**src/rtl/stm_pkg.sv**
```systemverilog
`timescale 1ns / 1ps

package stm_pkg;

  localparam int WINDOW_LENGTH = 16;
  localparam int TRIM_COUNT = 4;
  localparam int SAMPLE_BITS = 16;

  localparam int SAMPLE_PORT_BITS = 16;
  localparam int OUT_BITS = 16;

  localparam int KEEP = WINDOW_LENGTH - 2 * TRIM_COUNT;
  localparam bit KEEP_OK = (KEEP > 0);
  localparam int KEEP_DIV = KEEP_OK ? KEEP : 1;

  localparam int SUM_BITS = SAMPLE_BITS + $clog2(WINDOW_LENGTH + 1);
  localparam int CNT_BITS = $clog2(WINDOW_LENGTH);

  // A reciprocal with SUM_BITS + clog2(KEEP_DIV) fraction bits, rounded up, gives
  // the exact truncated quotient for every dividend that fits in SUM_BITS.
  localparam int DIV_SHIFT = SUM_BITS + $clog2(KEEP_DIV);
  localparam int DIV_MUL_BITS = SUM_BITS + 1;
  localparam int PROD_BITS = SUM_BITS + DIV_MUL_BITS;
  localparam longint unsigned DIV_MUL =
    ((64'd1 << DIV_SHIFT) + 64'(KEEP_DIV) - 64'd1) / 64'(KEEP_DIV);

  typedef logic [SAMPLE_BITS-1:0] sample_t;

  typedef struct packed {
    logic upd;
    logic rot;
  } cell_cmd_t;

  typedef struct packed {
    sample_t t;
    logic    le;
  } link_t;

  typedef enum logic [1:0] {
    ST_IDLE,
    ST_SUM,
    ST_DIV,
    ST_OUT
  } state_t;

endpackage

```
**src/rtl/stm_sample_if.sv**
```systemverilog
`timescale 1ns / 1ps

interface stm_sample_if;
  logic valid;
  logic ready;
  logic [stm_pkg::SAMPLE_PORT_BITS-1:0] sample;

  modport source(output valid, output sample, input ready);
  modport sink(input valid, input sample, output ready);
endinterface

```
**src/rtl/stm_mean_if.sv**
```systemverilog
`timescale 1ns / 1ps

interface stm_mean_if;
  logic valid;
  logic ready;
  logic [stm_pkg::OUT_BITS-1:0] trimmed_mean;

  modport source(output valid, output trimmed_mean, input ready);
  modport sink(input valid, input trimmed_mean, output ready);
endinterface

```
**src/rtl/stm_cell.sv**
```systemverilog
`timescale 1ns / 1ps

module stm_cell (
  input  logic               clk,
  input  logic               rst,
  input  stm_pkg::cell_cmd_t cmd,
  input  stm_pkg::sample_t   old_val,
  input  stm_pkg::sample_t   new_val,
  input  stm_pkg::sample_t   right_val,
  input  stm_pkg::link_t     left_link,
  input  logic               tail,
  output stm_pkg::sample_t   val,
  output stm_pkg::link_t     link
);

  logic             lt_old;
  stm_pkg::sample_t u;

  // The window with the oldest sample removed is seen here as link.t, and
  // link.le tells whether the new sample goes to the right of it.
  always_comb begin
    lt_old  = (val < old_val);
    link.t  = lt_old ? val : right_val;
    link.le = !tail && (link.t <= new_val);
    if (link.le) begin
      u = link.t;
    end else if (left_link.le) begin
      u = new_val;
    end else begin
      u = left_link.t;
    end
  end

  always_ff @(posedge clk) begin
    if (rst) begin
      val <= '0;
    end else if (cmd.rot) begin
      val <= right_val;
    end else if (cmd.upd) begin
      val <= u;
    end
  end

endmodule

```
**src/rtl/stm_div.sv**
```systemverilog
`timescale 1ns / 1ps

module stm_div (
  input  logic                         clk,
  input  logic                         rst,
  input  logic                         start,
  input  logic [stm_pkg::SUM_BITS-1:0] dividend,
  output logic                         busy,
  output logic [stm_pkg::SUM_BITS-1:0] quotient
);

  logic [stm_pkg::PROD_BITS-1:0] product;

  // The fixed divisor is applied as a multiply by its reciprocal; the quotient
  // is registered while busy is high; busy is registered from start.
  always_comb begin
    product = stm_pkg::PROD_BITS'(dividend) * stm_pkg::PROD_BITS'(stm_pkg::DIV_MUL);
  end

  always_ff @(posedge clk) begin
    if (rst) begin
      busy <= 1'b0;
    end else if (start) begin
      busy <= 1'b1;
    end else begin
      busy <= 1'b0;
    end
  end

  always_ff @(posedge clk) begin
    if (busy) begin
      quotient <= stm_pkg::SUM_BITS'(product >> stm_pkg::DIV_SHIFT);
    end
  end

endmodule

```
**src/rtl/sliding_trimmed_mean_unit.sv**
```systemverilog
// The sorted cell chain updates in the transfer cycle, then rotates once around the
// ring to sum the kept entries; a reciprocal multiply divides the sum and the output
// register loads the mean once it is free. A new sample is taken only while idle, after
// the mean of the last one is loaded; the output register lets the next sample enter
// while a mean waits. Synchronous reset clears both windows.
`timescale 1ns / 1ps

module sliding_trimmed_mean_unit (
  input  logic clk,
  input  logic rst,
  stm_sample_if.sink samples,
  stm_mean_if.source means
);

  stm_pkg::state_t    state;
  stm_pkg::state_t    state_next;
  stm_pkg::cell_cmd_t cmd;
  stm_pkg::sample_t   arr [stm_pkg::WINDOW_LENGTH];
  stm_pkg::sample_t   vals [stm_pkg::WINDOW_LENGTH];
  stm_pkg::link_t     links [stm_pkg::WINDOW_LENGTH];
  stm_pkg::sample_t   new_val;

  logic [stm_pkg::CNT_BITS-1:0] cnt;
  logic [stm_pkg::SUM_BITS-1:0] acc;
  logic [stm_pkg::SUM_BITS-1:0] quotient;
  logic [stm_pkg::OUT_BITS-1:0] out_data;
  logic                         out_valid;
  logic                         in_ready;
  logic                         take;
  logic                         cnt_last;
  logic                         in_keep;
  logic                         div_start;
  logic                         div_busy;
  logic                         out_load;
  logic                         sorted_ok;

  assign new_val       = stm_pkg::SAMPLE_BITS'(samples.sample);
  assign take          = samples.valid && in_ready;
  assign samples.ready = in_ready;
  assign means.valid   = out_valid;
  assign means.trimmed_mean = out_data;
  assign cnt_last      = (cnt == stm_pkg::CNT_BITS'(stm_pkg::WINDOW_LENGTH - 1));
  assign in_keep       = stm_pkg::KEEP_OK && (int'(cnt) >= stm_pkg::TRIM_COUNT)
                         && (int'(cnt) < stm_pkg::WINDOW_LENGTH - stm_pkg::TRIM_COUNT);

  always_comb begin
    state_next = state;
    unique case (state)
      stm_pkg::ST_IDLE: if (take) state_next = stm_pkg::ST_SUM;
      stm_pkg::ST_SUM:  if (cnt_last) state_next = stm_pkg::ST_DIV;
      stm_pkg::ST_DIV:  if (!div_busy) state_next = stm_pkg::ST_OUT;
      stm_pkg::ST_OUT:  if (!out_valid || means.ready) state_next = stm_pkg::ST_IDLE;
      default:          state_next = stm_pkg::ST_IDLE;
    endcase
  end

  always_comb begin
    in_ready  = 1'b0;
    cmd.upd   = 1'b0;
    cmd.rot   = 1'b0;
    div_start = 1'b0;
    out_load  = 1'b0;
    unique case (state)
      stm_pkg::ST_IDLE: begin
        in_ready = 1'b1;
        cmd.upd  = samples.valid;
      end
      stm_pkg::ST_SUM: begin
        cmd.rot   = 1'b1;
        div_start = cnt_last;
      end
      stm_pkg::ST_DIV: begin
      end
      stm_pkg::ST_OUT: begin
        out_load = !out_valid || means.ready;
      end
      default: begin
      end
    endcase
  end

  always_ff @(posedge clk) begin
    if (rst) begin
      state <= stm_pkg::ST_IDLE;
    end else begin
      state <= state_next;
    end
  end

  always_ff @(posedge clk) begin
    if (rst) begin
      cnt <= '0;
    end else if (state == stm_pkg::ST_SUM) begin
      cnt <= cnt + 1'b1;
    end else begin
      cnt <= '0;
    end
  end

  always_ff @(posedge clk) begin
    if (take) begin
      acc <= '0;
    end else if (state == stm_pkg::ST_SUM && in_keep) begin
      acc <= acc + stm_pkg::SUM_BITS'(vals[0]);
    end
  end

  always_ff @(posedge clk) begin
    if (rst) begin
      for (int k = 0; k < stm_pkg::WINDOW_LENGTH; k++) begin
        arr[k] <= '0;
      end
    end else if (take) begin
      for (int k = 0; k < stm_pkg::WINDOW_LENGTH - 1; k++) begin
        arr[k] <= arr[k+1];
      end
      arr[stm_pkg::WINDOW_LENGTH-1] <= new_val;
    end
  end

  for (genvar i = 0; i < stm_pkg::WINDOW_LENGTH; i++) begin : g_cell
    stm_pkg::sample_t right_val;
    stm_pkg::link_t   left_link;

    if (i == 0) begin : g_head
      assign left_link = '{t: '0, le: 1'b1};
    end else begin : g_body
      assign left_link = links[i-1];
    end

    if (i == stm_pkg::WINDOW_LENGTH - 1) begin : g_tail
      assign right_val = vals[0];
    end else begin : g_next
      assign right_val = vals[i+1];
    end

    stm_cell u_cell (
      .clk       (clk),
      .rst       (rst),
      .cmd       (cmd),
      .old_val   (arr[0]),
      .new_val   (new_val),
      .right_val (right_val),
      .left_link (left_link),
      .tail      (1'(i == stm_pkg::WINDOW_LENGTH - 1)),
      .val       (vals[i]),
      .link      (links[i])
    );
  end

  stm_div u_div (
    .clk      (clk),
    .rst      (rst),
    .start    (div_start),
    .dividend (acc),
    .busy     (div_busy),
    .quotient (quotient)
  );

  always_ff @(posedge clk) begin
    if (rst) begin
      out_valid <= 1'b0;
    end else if (out_load) begin
      out_valid <= 1'b1;
    end else if (means.ready) begin
      out_valid <= 1'b0;
    end
  end

  always_ff @(posedge clk) begin
    if (out_load) begin
      out_data <= stm_pkg::KEEP_OK ? stm_pkg::OUT_BITS'(quotient) : '0;
    end
  end

  always_comb begin
    sorted_ok = 1'b1;
    for (int k = 0; k < stm_pkg::WINDOW_LENGTH - 1; k++) begin
      if (vals[k] > vals[k+1]) begin
        sorted_ok = 1'b0;
      end
    end
  end

  a_take_starts_sum: assert property (@(posedge clk) disable iff (rst)
    samples.valid && samples.ready |=> state == stm_pkg::ST_SUM)
    else $error("Sample transfer did not start the summing pass.");

  a_start_when_free: assert property (@(posedge clk) disable iff (rst)
    div_start |-> !div_busy)
    else $error("Divider started while still busy.");

  a_chain_sorted: assert property (@(posedge clk) disable iff (rst)
    state == stm_pkg::ST_IDLE |-> sorted_ok)
    else $error("Sorted chain is out of order while idle.");

  a_load_free_slot: assert property (@(posedge clk) disable iff (rst)
    out_load |-> (!out_valid || means.ready))
    else $error("Output register overwritten before its transfer.");

endmodule

```
**src/flat_wrapper.sv**
```systemverilog
// flat-port wrapper written by rule: the top's interface ports become plain ports
module sliding_trimmed_mean_unit_flat 
  (clk, rst, samples_valid, samples_sample, samples_ready, means_valid, means_trimmed_mean, means_ready);
  stm_sample_if samples_i ();
  stm_mean_if means_i ();
  input  logic clk;
  input  logic rst;
  input wire logic [$bits(samples_i.valid)-1:0] samples_valid;
  input wire logic [$bits(samples_i.sample)-1:0] samples_sample;
  output wire logic [$bits(samples_i.ready)-1:0] samples_ready;
  output wire logic [$bits(means_i.valid)-1:0] means_valid;
  output wire logic [$bits(means_i.trimmed_mean)-1:0] means_trimmed_mean;
  input wire logic [$bits(means_i.ready)-1:0] means_ready;
  assign samples_i.valid = samples_valid;
  assign samples_i.sample = samples_sample;
  assign samples_ready = samples_i.ready;
  assign means_valid = means_i.valid;
  assign means_trimmed_mean = means_i.trimmed_mean;
  assign means_i.ready = means_ready;
  sliding_trimmed_mean_unit u_core (.clk(clk), .rst(rst), .samples(samples_i), .means(means_i));
endmodule
```
**config.mk**
```make
export PLATFORM = sky130hd
export DESIGN_NAME = sliding_trimmed_mean_unit_flat
export DESIGN_NICKNAME = d
export VERILOG_FILES = /design/src/rtl/stm_pkg.sv /design/src/rtl/stm_sample_if.sv /design/src/rtl/stm_mean_if.sv /design/src/rtl/stm_cell.sv /design/src/rtl/stm_div.sv /design/src/rtl/sliding_trimmed_mean_unit.sv /design/src/flat_wrapper.sv
export SDC_FILE = /design/constraint.sdc
export NUM_CORES = 2
export LEC_CHECK = 0
export BUFFER_PORTS_ARGS = -buffer_cell sky130_fd_sc_hd__buf_2
export CORE_MARGIN = 2
export CORE_UTILIZATION = 30
export CTS_BUF_LIST = sky130_fd_sc_hd__clkbuf_16
export DETAILED_ROUTE_END_ITERATION = 12
export PLACE_DENSITY = 0.42
export SYNTH_ARGS = -nofsm -noshare
export SYNTH_HDL_FRONTEND = slang
export SYNTH_HIERARCHICAL = 1
export SYNTH_SLANG_ARGS = --single-unit
```
**constraint.sdc**
```tcl
create_clock -name clk -period 8 [get_ports clk]
set_input_delay 0.8 -clock clk [delete_from_list [all_inputs] [get_ports clk]]
set_output_delay 0.8 -clock clk [all_outputs]
set_load 0.005 [all_outputs]
```
==> summary.md <==
| Metric | Value |
|---|---|
| Cell-internal power | 7.33 mW |
| Number of global-route vias before repair | roughly 35000 |
| Status | finished, final reports clean |
| DIE WIDTH | between 300 and 400 um |
| Setup tns final | 0 ns |
| Sequential share of power | 34.4% |
| Post-cts sizing count | 0 |
| Period utilization | about 78% |
| First-pass GRT wire length | 234000 um |
| Num Clock Sinks | 571 |
| Slew Limit Fails | 0 |
| Worst r2r path cells | 17 |
| Yosys warns | 6 |
| FP Rows | between 100 and 150 |
| WS Path Type | flip-flop to flip-flop |
| Initial Util | 30.1% |
| Layout area overhead | 10.7% |
| Clock power frac | between 20% and 30% |
| Share of layout cells above drive strength 1 | between 10 and 15% |
| Worst Tran Pin Value | between 1 and 1.5 ns |
| Critical Path Start Type | flip-flop |
| WHS | between 0.4 and 0.5 ns |
| Power, Total | about 12 mW |
| Total global-route track usage | between 15 and 20% |
| # nets final | about 5400 |
| Inserted Clock Buffers | between 70 and 80 |
| Htree depth | 3 |
| Vias | roughly 35000 |
| Initial detailed-routing violation count | 2120 |
| Vias per cell | about 5 |
| CTS tree | done |
| Syn avg cell area | 9.43 sq um |
| Max stage delay on crit path | roughly 1.1 ns |
| GRT overflow | 0 |
| Critical path startpoint | u_core/arr[0][15] |
| RSZ-0062 raised after global routing | no |
| Critical path capture point type | flip-flop |
| Peak supply drop | ~0.00025 V |
| Slew headroom | a little over a fifth |
| Die Y | between 300 and 400 um |
| Post-DRT Antenna Nets | 0 |
| Port bufs | 37 |
| Core ar. | between 150000 and 200000 sq um |
| Setup violators final | 0 |
| Die footprint | 155000 sq um |
| Post-layout util | approximately a third |
| Post-CTS Setup Bufs | 0 |
| Post-synthesis cell count | 4832 |
| Tmin final | 6.21 ns |
| Setup crit end | u_core/g_cell[14].u_cell/val[6] |
| CP max-delay cell | edfxtp_1 |
| Worst path cell trace | inv_1 -> ha_1 -> and4_1 -> nand4_1 -> a2111oi_0 -> a211oi_2 -> mux2i_1 -> inv_1 -> ha_1 -> a21oi_1 -> nor2_1 -> a2111oi_0 -> o211ai_1 -> nand2_1 -> mux2_2 -> nand3_1 -> o221ai_2 |
| Worst R2R Setup Slack | approximately 1.8 ns |
| Routability cong. | a little over 0.8 |
| Worst clock skew | just over 0.04 ns |
| Crit path DAT | roughly 6.8 ns |
| Final hold viol count | 0 |
| Worst Hold Class | flip-flop to flip-flop |
| Clock root cell | clkbuf_16 |
| Psw | between 5 and 6 mW |
| Clk Latency, worst-skew pair | between 0.7 and 0.8 ns |
| Final HPWL DP | roughly 110000 um |
| Power per cell area | around 250 nW/um^2 |
| Static leakage | 23.8 nW |
| Initial antenna violation count | 5 |
| # IOs | 38 |
| DRC viols | 0 |
| Clock transition at path regs | ~0.07 ns |
| Worst-path fanout max | 16 |
| CTS max path bufs | 3 |
| FF-to-FF Start | u_core/arr[0][15] |
| Crit path required time | 8.56 ns |
| Max-Cap Viols | 0 |
| FMAX | roughly 0.16 GHz |
| Comb pwr share | 37.7% |
| R2R Path End | u_core/g_cell[14].u_cell/val[6] |
| Post-Synthesis Cell Area | between 40000 and 50000 sq um |
| Switch share | ~41% |
| Drt total wl | 156000 um |
| Largest net degree at the start of global routing | roughly 180 |
| First drt pass iteration count | 5 |
| Post-cts hold buffer count | 0 |
| Wirelength per Cell | about 22 um |
==> critical path, delay by kind of cell, from the launching register on <==
kind            cells  cell delay [ns]
mux                 2             0.73
fa+ha+maj           2             0.64
compound gates      6             1.95
flops               1             1.08
buf+inv             2             0.25
simple gates        5             1.39
==> registers in the layout, summed over array words and instances (netlist names) <==
register and cells:
u_core/acc 19, u_core/arr 256, u_core/cnt 4, u_core/g_cell.u_cell/val 256
u_core/means.trimmed_mean 16, u_core/means.valid 1, u_core/state 2, u_core/u_div/busy 1
u_core/u_div/quotient 16
==> cell usage in the layout, fill, tap and decap left out, drive strengths merged, types with 77 or more instances in the layout <==
master,n
inv,824
ha,518
mux2i,497
a21oi,446
edfxtp,288
dfxtp,283
o221ai,272
nor3b,256
or2,241
and2,166
nand2,158
nor2b,116
buf,101
clkbuf,77
==> per-layer routing <==
metal  track usage, %  part of all wire [%]  vias to the layer above
met3             2.28                   3.4                      174
met2             32.5                    47                      570
met4             5.05                   2.2                        0
met1             27.1                    48                    17200
met5                0                     0                        -
li1                 -                     -                    17322
==> power by group through the flow <==
stage	Combinational (mW)	Clock, mW	Sequential, mW
after global routing	5.24	3.70	4.37
after global placement	4.68	0	4.38
after CTS	4.73	3.60	4.32
after detailed placement	4.71	0	4.37
final	4.72	3.48	4.30
after floorplan	3.53	0	4.07
==> per-stage QoR <==
step           setup slack (ns)  cells  area (sq um)
6_report                   1.79   6924         50400
4_1_cts                    1.68   6923         50400
3_5_place_dp               1.74   6784         48000
5_1_grt                    1.35   6923         50400
2_1_floorplan             0.137   4879         45800
3_3_place_gp               1.67   6784         48000
==> worst min path at each step <==
stage,start,end,slack (ns),depth (start not counted)
global placement,u_core/u_div/quotient[5],u_core/means.trimmed_mean[5],0.41,0
floorplan,u_core/u_div/quotient[0],u_core/means.trimmed_mean[0],0.40,0
global route,u_core/u_div/quotient[5],u_core/means.trimmed_mean[5],0.42,0
CTS,u_core/u_div/quotient[5],u_core/means.trimmed_mean[5],0.42,0
detailed placement,u_core/u_div/quotient[13],u_core/means.trimmed_mean[13],0.41,0
finish,u_core/u_div/quotient[5],u_core/means.trimmed_mean[5],0.42,0
==> cell type report <==
class / count / area (sq um)
clock buffer: 77 / 1930
sequential: 571 / 14300
timing repair buffer: 101 / 751
multi-input combinational: 3278 / 27300
antenna: 1 / 2.50
fill: 15640 / 101000
tap: 2030 / 2540
inverter: 804 / 3030
clock inverter: 62 / 564
Note: power is estimated with default switching activity, not from simulation.
